--- src/hdl/qps_pkg.sv ---
// types, codes and constants of the quadrature position spoofer
// no dependencies; used by every module of the block
package qps_pkg;

    // item commands
    localparam logic [1:0] CMD_READ  = 2'd0;
    localparam logic [1:0] CMD_WRITE = 2'd1;
    localparam logic [1:0] CMD_TICK  = 2'd2;

    // bus register numbers
    localparam logic [7:0] RD_POS_HI = 8'h00;
    localparam logic [7:0] RD_POS_LO = 8'h01;
    localparam logic [7:0] RD_ZERO   = 8'h02;
    localparam logic [7:0] RD_EVENTS = 8'h03;
    localparam logic [7:0] WR_CMD    = 8'h10;
    localparam logic [7:0] WR_TARGET = 8'h11;
    localparam logic [7:0] RD_UNMAPPED = 8'hFF;

    // command register values
    localparam logic [7:0] CMDV_HOME  = 8'h01;
    localparam logic [7:0] CMDV_CLICK = 8'h04;

    // event flag bits
    localparam int EVT_CW    = 0;
    localparam int EVT_CCW   = 1;
    localparam int EVT_CLICK = 2;

    localparam logic [9:0] TICK_MAX = 10'h3FF;

    // configuration register indexes and reset values
    localparam logic [1:0] CFG_PHASE = 2'd0;
    localparam logic [1:0] CFG_CLICK = 2'd1;
    localparam logic [1:0] CFG_BEEP  = 2'd2;
    localparam logic [7:0] PHASE_TICKS_RST = 8'd5;
    localparam logic [9:0] CLICK_TICKS_RST = 10'd100;
    localparam logic [9:0] BEEP_TICKS_RST  = 10'd50;

    typedef enum logic [4:0] {
        ACT_IDLE     = 5'b00001,
        ACT_BEEP     = 5'b00010,
        ACT_CLICK_HI = 5'b00100,
        ACT_CLICK_LO = 5'b01000,
        ACT_STEP     = 5'b10000
    } t_action;

    typedef struct packed {
        logic [1:0] command;
        logic [7:0] reg_addr;
        logic [7:0] write_hi;
        logic [7:0] write_lo;
        logic [1:0] write_len;
    } t_in_item;

    typedef struct packed {
        logic [7:0] read_data;
        logic       enc_a;
        logic       enc_b;
        logic       button;
        logic       buzzer_n;
        logic       busy_res;
    } t_out_item;

    typedef struct packed {
        logic [7:0] phase_ticks;
        logic [9:0] click_ticks;
        logic [9:0] beep_ticks;
    } t_cfg;

    // quadrature pin levels {a, b} for a phase in either direction
    function automatic logic [1:0] phase_pins(input logic cw, input logic [1:0] idx);
        logic [1:0] ab;
        if (cw) begin
            case (idx)
                2'd0:    ab = 2'b01;
                2'd1:    ab = 2'b11;
                2'd2:    ab = 2'b10;
                default: ab = 2'b00;
            endcase
        end else begin
            case (idx)
                2'd0:    ab = 2'b00;
                2'd1:    ab = 2'b10;
                2'd2:    ab = 2'b11;
                default: ab = 2'b01;
            endcase
        end
        return ab;
    endfunction

endpackage

--- src/hdl/qps_apb_regs.sv ---
// configuration register file behind an apb-style port
// depends on qps_pkg
module qps_apb_regs (
    input  logic               i_clk,
    input  logic               i_rst_n,
    input  logic               psel,
    input  logic               penable,
    input  logic               pwrite,
    input  logic [3:0]         paddr,
    input  logic [31:0]        pwdata,
    output logic [31:0]        prdata,
    output logic               pready,
    output qps_pkg::t_cfg      o_cfg
);
    import qps_pkg::*;

    t_cfg       r_cfg;
    logic       w_wr;
    logic [1:0] w_idx;

    assign pready = 1'b1;
    assign w_wr   = psel && penable && pwrite;
    assign w_idx  = paddr[3:2];
    assign o_cfg  = r_cfg;

    always_ff @(posedge i_clk) begin
        if (!i_rst_n) begin
            r_cfg.phase_ticks <= PHASE_TICKS_RST;
            r_cfg.click_ticks <= CLICK_TICKS_RST;
            r_cfg.beep_ticks  <= BEEP_TICKS_RST;
        end else if (w_wr) begin
            unique case (w_idx)
                CFG_PHASE: r_cfg.phase_ticks <= pwdata[7:0];
                CFG_CLICK: r_cfg.click_ticks <= pwdata[9:0];
                CFG_BEEP:  r_cfg.beep_ticks  <= pwdata[9:0];
                default: ;
            endcase
        end
    end

    always_comb begin
        unique case (w_idx)
            CFG_PHASE: prdata = {24'd0, r_cfg.phase_ticks};
            CFG_CLICK: prdata = {22'd0, r_cfg.click_ticks};
            CFG_BEEP:  prdata = {22'd0, r_cfg.beep_ticks};
            default:   prdata = 32'd0;
        endcase
    end

endmodule

--- src/hdl/qps_core.sv ---
// spoofer state and the single-pass update for one item
// depends on qps_pkg
module qps_core (
    input  logic                i_clk,
    input  logic                i_rst_n,
    input  logic                i_fire,
    input  qps_pkg::t_in_item   i_item,
    input  qps_pkg::t_cfg       i_cfg,
    output qps_pkg::t_out_item  o_result
);
    import qps_pkg::*;

    logic [15:0] r_position, n_position;
    logic [15:0] r_target, n_target;
    logic        r_click_pend, n_click_pend;
    logic        r_beep_pend, n_beep_pend;
    logic [2:0]  r_events, n_events;
    t_action     r_action, n_action;
    logic [1:0]  r_phase, n_phase;
    logic        r_cw, n_cw;
    logic [9:0]  r_tick, n_tick;
    logic        r_a, n_a, r_b, n_b, r_btn, n_btn, r_buz, n_buz;
    logic [7:0]  w_rd;
    logic [9:0]  w_hold;
    logic [1:0]  w_ab;

    // hold length of the running action
    always_comb begin
        unique case (r_action)
            ACT_BEEP:                  w_hold = i_cfg.beep_ticks;
            ACT_CLICK_HI, ACT_CLICK_LO: w_hold = i_cfg.click_ticks;
            default:                   w_hold = {2'd0, i_cfg.phase_ticks};
        endcase
    end

    always_comb begin
        n_position   = r_position;
        n_target     = r_target;
        n_click_pend = r_click_pend;
        n_beep_pend  = r_beep_pend;
        n_events     = r_events;
        n_action     = r_action;
        n_phase      = r_phase;
        n_cw         = r_cw;
        n_tick       = r_tick;
        n_a          = r_a;
        n_b          = r_b;
        n_btn        = r_btn;
        n_buz        = r_buz;
        w_rd         = 8'd0;
        w_ab         = 2'b00;

        unique case (i_item.command)
            CMD_READ: begin
                case (i_item.reg_addr)
                    RD_POS_HI: w_rd = r_position[15:8];
                    RD_POS_LO: w_rd = r_position[7:0];
                    RD_ZERO:   w_rd = 8'd0;
                    RD_EVENTS: begin
                        w_rd     = {5'd0, r_events};
                        n_events = 3'd0;
                    end
                    default:   w_rd = RD_UNMAPPED;
                endcase
            end
            CMD_WRITE: begin
                if (i_item.write_len != 2'd0) begin
                    if (i_item.reg_addr == WR_CMD) begin
                        n_beep_pend = 1'b1;
                        if (i_item.write_hi == CMDV_HOME) begin
                            n_target   = 16'd0;
                            n_position = 16'd0;
                            // a running step is dropped, pins stay
                            if (r_action == ACT_STEP) begin
                                n_action = ACT_IDLE;
                                n_phase  = 2'd0;
                                n_tick   = 10'd0;
                            end
                        end else if (i_item.write_hi == CMDV_CLICK) begin
                            n_click_pend = 1'b1;
                        end
                    end else if (i_item.reg_addr == WR_TARGET && i_item.write_len[1]) begin
                        n_beep_pend = 1'b1;
                        n_target    = {i_item.write_hi, i_item.write_lo};
                    end
                end
            end
            CMD_TICK: begin
                // end of the current phase
                if (r_action != ACT_IDLE && r_tick >= w_hold) begin
                    unique case (r_action)
                        ACT_BEEP: begin
                            n_buz    = 1'b1;
                            n_action = ACT_IDLE;
                        end
                        ACT_CLICK_HI: begin
                            n_btn    = 1'b0;
                            n_action = ACT_CLICK_LO;
                            n_tick   = 10'd0;
                        end
                        ACT_CLICK_LO: begin
                            n_events[EVT_CLICK] = 1'b1;
                            n_action = ACT_IDLE;
                        end
                        ACT_STEP: begin
                            if (r_phase != 2'd3) begin
                                n_phase = r_phase + 2'd1;
                                w_ab    = phase_pins(r_cw, n_phase);
                                n_a     = w_ab[1];
                                n_b     = w_ab[0];
                                n_tick  = 10'd0;
                            end else begin
                                n_phase    = 2'd0;
                                n_position = r_cw ? r_position + 16'd1 : r_position - 16'd1;
                                if (n_position == r_target) begin
                                    if (r_cw) begin
                                        n_events[EVT_CW] = 1'b1;
                                    end else begin
                                        n_events[EVT_CCW] = 1'b1;
                                    end
                                end
                                n_action = ACT_IDLE;
                            end
                        end
                        default: ;
                    endcase
                end
                // start the next piece of work
                if (n_action == ACT_IDLE) begin
                    n_tick = 10'd0;
                    if (n_beep_pend) begin
                        n_beep_pend = 1'b0;
                        n_buz       = 1'b0;
                        n_action    = ACT_BEEP;
                    end else if (n_click_pend) begin
                        n_click_pend = 1'b0;
                        n_btn        = 1'b1;
                        n_action     = ACT_CLICK_HI;
                    end else if (n_position != r_target) begin
                        n_cw     = $signed(n_position) < $signed(r_target);
                        n_phase  = 2'd0;
                        w_ab     = phase_pins(n_cw, 2'd0);
                        n_a      = w_ab[1];
                        n_b      = w_ab[0];
                        n_action = ACT_STEP;
                    end
                end
                // count the tick, saturating
                if (n_action != ACT_IDLE && n_tick != TICK_MAX) begin
                    n_tick = n_tick + 10'd1;
                end
            end
            default: ;
        endcase
    end

    always_ff @(posedge i_clk) begin
        if (!i_rst_n) begin
            r_position   <= 16'd0;
            r_target     <= 16'd0;
            r_click_pend <= 1'b0;
            r_beep_pend  <= 1'b1;
            r_events     <= 3'd0;
            r_action     <= ACT_IDLE;
            r_phase      <= 2'd0;
            r_cw         <= 1'b0;
            r_tick       <= 10'd0;
            r_a          <= 1'b0;
            r_b          <= 1'b0;
            r_btn        <= 1'b0;
            r_buz        <= 1'b1;
        end else if (i_fire) begin
            r_position   <= n_position;
            r_target     <= n_target;
            r_click_pend <= n_click_pend;
            r_beep_pend  <= n_beep_pend;
            r_events     <= n_events;
            r_action     <= n_action;
            r_phase      <= n_phase;
            r_cw         <= n_cw;
            r_tick       <= n_tick;
            r_a          <= n_a;
            r_b          <= n_b;
            r_btn        <= n_btn;
            r_buz        <= n_buz;
        end
    end

    assign o_result.read_data = w_rd;
    assign o_result.enc_a     = n_a;
    assign o_result.enc_b     = n_b;
    assign o_result.button    = n_btn;
    assign o_result.buzzer_n  = n_buz;
    assign o_result.busy_res  = (n_action != ACT_IDLE);

endmodule

--- src/hdl/quadrature_position_spoofer.sv ---
// top level of the quadrature position spoofer: item registers and handshakes
// depends on qps_pkg, qps_apb_regs and qps_core
//
//  channel   direction  handshake                   payload
//  in        input      i_in_valid / o_in_ready     i_in_item  (t_in_item)
//  out       output     o_out_valid / i_out_ready   o_out_item (t_out_item)
//  cfg       input      psel penable pwrite pready  paddr pwdata / prdata
//
// one item per cycle while results are taken; items pass the item register first
// the item register feeds the core, which updates state and loads the result
// register in the same cycle; no clearing pass, items are taken right after reset
// while the result register waits, one more item is held in the item register
// synchronous active-low reset restores the start-up state with a beep queued
module quadrature_position_spoofer (
    input  logic                i_clk,
    input  logic                i_rst_n,
    // item channel
    input  logic                i_in_valid,
    output logic                o_in_ready,
    input  qps_pkg::t_in_item   i_in_item,
    // result channel
    output logic                o_out_valid,
    input  logic                i_out_ready,
    output qps_pkg::t_out_item  o_out_item,
    // configuration port
    input  logic                psel,
    input  logic                penable,
    input  logic                pwrite,
    input  logic [3:0]          paddr,
    input  logic [31:0]         pwdata,
    output logic [31:0]         prdata,
    output logic                pready
);
    import qps_pkg::*;

    logic      r_in_valid;
    t_in_item  r_in_item;
    logic      r_out_valid;
    t_out_item r_out_item;
    logic      w_move;
    t_cfg      w_cfg;
    t_out_item w_result;

    // item register moves into the result register when that one is free
    assign w_move      = r_in_valid && (!r_out_valid || i_out_ready);
    assign o_in_ready  = !r_in_valid || w_move;
    assign o_out_valid = r_out_valid;
    assign o_out_item  = r_out_item;

    qps_apb_regs u_regs (
        .i_clk   (i_clk),
        .i_rst_n (i_rst_n),
        .psel    (psel),
        .penable (penable),
        .pwrite  (pwrite),
        .paddr   (paddr),
        .pwdata  (pwdata),
        .prdata  (prdata),
        .pready  (pready),
        .o_cfg   (w_cfg)
    );

    qps_core u_core (
        .i_clk    (i_clk),
        .i_rst_n  (i_rst_n),
        .i_fire   (w_move),
        .i_item   (r_in_item),
        .i_cfg    (w_cfg),
        .o_result (w_result)
    );

    // item register
    always_ff @(posedge i_clk) begin
        if (!i_rst_n) begin
            r_in_valid <= 1'b0;
        end else if (o_in_ready) begin
            r_in_valid <= i_in_valid;
        end
    end

    always_ff @(posedge i_clk) begin
        if (i_in_valid && o_in_ready) begin
            r_in_item <= i_in_item;
        end
    end

    // result register
    always_ff @(posedge i_clk) begin
        if (!i_rst_n) begin
            r_out_valid <= 1'b0;
        end else if (w_move) begin
            r_out_valid <= 1'b1;
        end else if (i_out_ready) begin
            r_out_valid <= 1'b0;
        end
    end

    always_ff @(posedge i_clk) begin
        if (w_move) begin
            r_out_item <= w_result;
        end
    end

endmodule

--- config.mk ---
export PLATFORM = sky130hd
export DESIGN_NAME = quadrature_position_spoofer
export DESIGN_NICKNAME = d
export VERILOG_FILES = /design/src/hdl/qps_pkg.sv /design/src/hdl/qps_apb_regs.sv /design/src/hdl/qps_core.sv /design/src/hdl/quadrature_position_spoofer.sv
export SDC_FILE = /design/constraint.sdc
export NUM_CORES = 1
export LEC_CHECK = 0
export ABC_CLOCK_PERIOD_IN_PS = 5800
export BUFFER_PORTS_ARGS = -buffer_cell sky130_fd_sc_hd__buf_2
export CORE_MARGIN = 2
export CORE_UTILIZATION = 40
export DETAILED_ROUTE_END_ITERATION = 10
export SLEW_MARGIN = 20
export SYNTH_ARGS = -nofsm -noshare
export SYNTH_HDL_FRONTEND = slang
export SYNTH_SLANG_ARGS = --single-unit
--- constraint.sdc ---
create_clock -name i_clk -period 5.8 [get_ports i_clk]
set_clock_uncertainty 0.1 [all_clocks]
set_input_delay 0.29 -clock i_clk [delete_from_list [all_inputs] [get_ports i_clk]]
set_output_delay 0.29 -clock i_clk [all_outputs]
set_load 0.01 [all_outputs]
==> results.sh <==
export IMPL_period_needed_ns=5.361
export IMPL_synth_xor_area_share_pct=3.419
export IMPL_drv_cap=0
export IMPL_clkLatencyLatePin_ns=0.43
export IMPL_cts_max_path_buffers=2
export IMPL_hold_depth=3
export IMPL_p_leak_nw=4.049
export IMPL_synth_area_um2=8453
export IMPL_dp_cells=1326
export IMPL_crit_path_cell_trace="nor3_2 -> nor2_1 -> a21oi_1 -> ha_1 -> a211oi_1 -> o41ai_1 -> buf_4 -> o21ai_2 -> buf_12 -> nor2_1 -> xor2_1 -> ha_1 -> or3b_2 -> a2111oi_0 -> o21ai_0 -> o221ai_1 -> mux2i_1 -> a21oi_1"
export IMPL_max_freq_mhz=186.5
export IMPL_antenna_found_initial=0
export IMPL_dpl_hpwl_mm=16.97
export IMPL_timing_slew_headroom_pct=25.92
export IMPL_arrival_ns=5.54
export IMPL_drt_first_pass_iters=5
export IMPL_wirelength_mm=23.60
export IMPL_yosys_warnings=0
export IMPL_r2r_start="u_core.r_action[0]$_SDFFE_PN1P_"
export IMPL_synth_simple_area_share_pct=21.48
export IMPL_synth_area_leaders="dfxtp_1, edfxtp_1, ha_1, nand2_1, a21oi_1"
export IMPL_setup_violations=0
export IMPL_post_drt_wl_per_cell_um=16.98
export IMPL_reg2reg_setup_slack_ns=0.44
export IMPL_synth_cells=1015
export IMPL_num_vias=7808
export IMPL_grt_pass1_vias=7078
export IMPL_fin_area_um2=9948
export IMPL_initial_utilization_pct=40.47
export IMPL_r2r_end="o_out_item[3]$_DFFE_PP_"
export IMPL_die_area_um2=22310
export IMPL_synthDistinctLibCells=80
export IMPL_fin_util_pct=47.63
export IMPL_peakVddDrop_uv=212.7
export IMPL_fin_cells=1390
export IMPL_min_delay_start="pwdata[2]"
export IMPL_p_total_w=0.002246
export IMPL_synth_edf_count=41
export IMPL_rr_worst_depth=18
export IMPL_overflow=0
export IMPL_clk_pin_slew_ns=0.06
export IMPL_yosys_area_top_type="dfxtp_1"
export IMPL_cp_end_kind="flip-flop"
export IMPL_synth_top_area_share_pct=21.08
export IMPL_critical_path_class="flip-flop to flip-flop"
export IMPL_holdPathEnd="u_regs.o_cfg[22]$_SDFFE_PN1P_"
export IMPL_drive_gt1_share_pct=13.63
export IMPL_critPathRequiredTime_ns=5.98
export IMPL_crit_fanout=32
export IMPL_synth_commonest_cells="nand2_1, dfxtp_1, nor2_1"
export IMPL_min_path_type="input port to flip-flop"
export IMPL_status="completed"
export IMPL_core_area_um2=20890
export IMPL_diodes=0
export IMPL_drcViolationCount=0
export IMPL_die_w_um=149.4
export IMPL_boundaryPins=119
export IMPL_synth_top_family_by_area="compound AO/OA/AOI/OAI gates"
export IMPL_die_y_um=149.4
export IMPL_synthAdderAreaFrac_pct=6.898
export IMPL_synth_seq_cells=130
export IMPL_grt_max_degree=56
export IMPL_worstSetupStartpointType="flip-flop"
export IMPL_cts_root_buffer="clkbuf_16"
export IMPL_cts_tree="built"
export IMPL_drtIter0Drc=561
export IMPL_synth_area_per_cell_um2=8.328
export IMPL_synthArstFlopShare_pct=0
export IMPL_synth_seq_area_share_pct=35.64
export IMPL_finalCritPeriodShare_pct=92.42
export IMPL_crit_path_max_incr_delay_ns=0.61
export IMPL_gp_congestion=0.9603
export IMPL_cts_max_level=4
export IMPL_syn2layout_area_growth_pct=17.69
export IMPL_cts_sinks=130
export IMPL_antenna_left=0
export IMPL_power_density_nw_per_um2=225.8
export IMPL_io_buffers=71
export IMPL_layout_nets=1219
export IMPL_cts_buffers=17
export IMPL_post_dp_cell_area_um2=9034
export IMPL_row_count=53
export IMPL_grt_pass1_wl_mm=37.66
export IMPL_yosys_cell_count_top_type="nand2_1"
export IMPL_hold_viol=0
export IMPL_grt_usage_pct=21.40
export IMPL_synth_compound_area_share_pct=22.02
export IMPL_fin_tns_setup_ns=0
export IMPL_final_max_slew_viol_count=0
export IMPL_slowest_stage="dfxtp_1"
export IMPL_fillers=2059
export IMPL_rsz0062_at_grt="false"
export IMPL_synthMuxAreaShare_pct=3.656
export IMPL_worstMarginPinSlew_ns=1.103
export IMPL_ys_flop_type="dfxtp_1"
export IMPL_vias_per_cell=5.617
layer usage:
metal | global-route usage, % | routed length [um]
met2 | 31.54 | 10030
met3 | 2.936 | 1449
met4 | 5.714 | 317
met1 | 32.56 | 11810
met5 | 0 | 0
timing repair:
action | CTS | global route
resized for setup | 0 | 1
setup buffers | 0 | 0
hold buffers | 32 | 0
hold endpoints to repair | 32 | 0
endpoints found under the setup margin | 0 | 5
cell type report:
cell class                 count  area, um2  share of cell area (%)
tap                          275      344.1                   3.459
clock inverter                11      85.08                  0.8552
clock buffer                  21      504.2                   5.069
multi-input combinational    780       4961                   49.87
sequential                   130       3013                   30.29
inverter                      46      172.7                   1.736
timing repair buffer         127      868.3                   8.728
worst max path at each step:
| stage | slack (ns) | start | endpoint | cells after the start |
|---|---|---|---|---|
| finish | 0.44 | u_core.r_action[0]$_SDFFE_PN1P_ | o_out_item[3]$_DFFE_PP_ | 18 |
| global route | 0.1 | u_core.r_action[1]$_SDFFE_PN0P_ | o_out_item[3]$_DFFE_PP_ | 20 |
| CTS | 0.25 | u_core.r_action[1]$_SDFFE_PN0P_ | o_out_item[3]$_DFFE_PP_ | 19 |
| detailed placement | 0.28 | u_core.r_action[1]$_SDFFE_PN0P_ | o_out_item[3]$_DFFE_PP_ | 19 |
| global placement | 0.39 | u_core.r_action[1]$_SDFFE_PN0P_ | o_out_item[3]$_DFFE_PP_ | 19 |
| floorplan | 0.29 | u_core.r_action[1]$_SDFFE_PN0P_ | o_out_item[3]$_DFFE_PP_ | 21 |
per-stage QoR:
step | setup slack [ns] | hold slack (ns)
after CTS | 0.2531 | 0.003538
final | 0.4394 | 0.007227
after global routing | 0.09733 | 0.02274
after global placement | 0.3873 | 0.3481
after detailed placement | 0.2841 | 0.3531
after floorplan | 0.2858 | 0.2889
kinds of logic after synthesis:
group           Yosys count
simple gates            377
compound gates          271
flops                   130
buf+inv                 126
fa+ha+maj                46
xor+xnor                 33
mux                      30
other cells               2
cell usage in the layout (no fill, tap or decap), drive strengths merged, types with 7 or more instances in the layout:
cell type and count:
buf 95, and2 14, nand4 24, nor2 82, nand3 32, nand2 140
dlygate4sd3 32, nor3 18, conb 23, a21oi 81, nor4 14, xnor2 23
or3 8, a21o 14, dfxtp 89, mux2i 23, o21a 14, and3 11
nor2b 8, xor2 10, a31oi 9, edfxtp 41, mux2 7, nand2b 8
ha 45, inv 51, a22o 18, o21ai 41, a211oi 10, clkbuf 21
registers in the layout, summed over array words and instances (netlist names), 2 cells and up:
name / cells
o_out_item: 13
u_core.r_events: 3
u_regs.o_cfg: 28
u_core.r_phase: 2
r_in_item: 28
u_core.r_target: 16
u_core.r_action: 5
u_core.r_position: 16
u_core.r_tick: 10
where the power goes:
group	switching (W)	internal, W
clock network	0.000440	0.000630
registers	0.0000189	0.000965
logic	0.000119	0.0000732
total	0.000578	0.00167
critical path: cells and delay by family (launching register included):
family | cells | cell delay [ns]
buf+inv | 2 | 0.36
xor+xnor | 1 | 0.15
flops | 1 | 0.61
fa+ha+maj | 2 | 0.68
compound gates | 8 | 1.88
mux | 1 | 0.17
simple gates | 4 | 1.24
No activity file was read; power rests on OpenSTA's default activity.
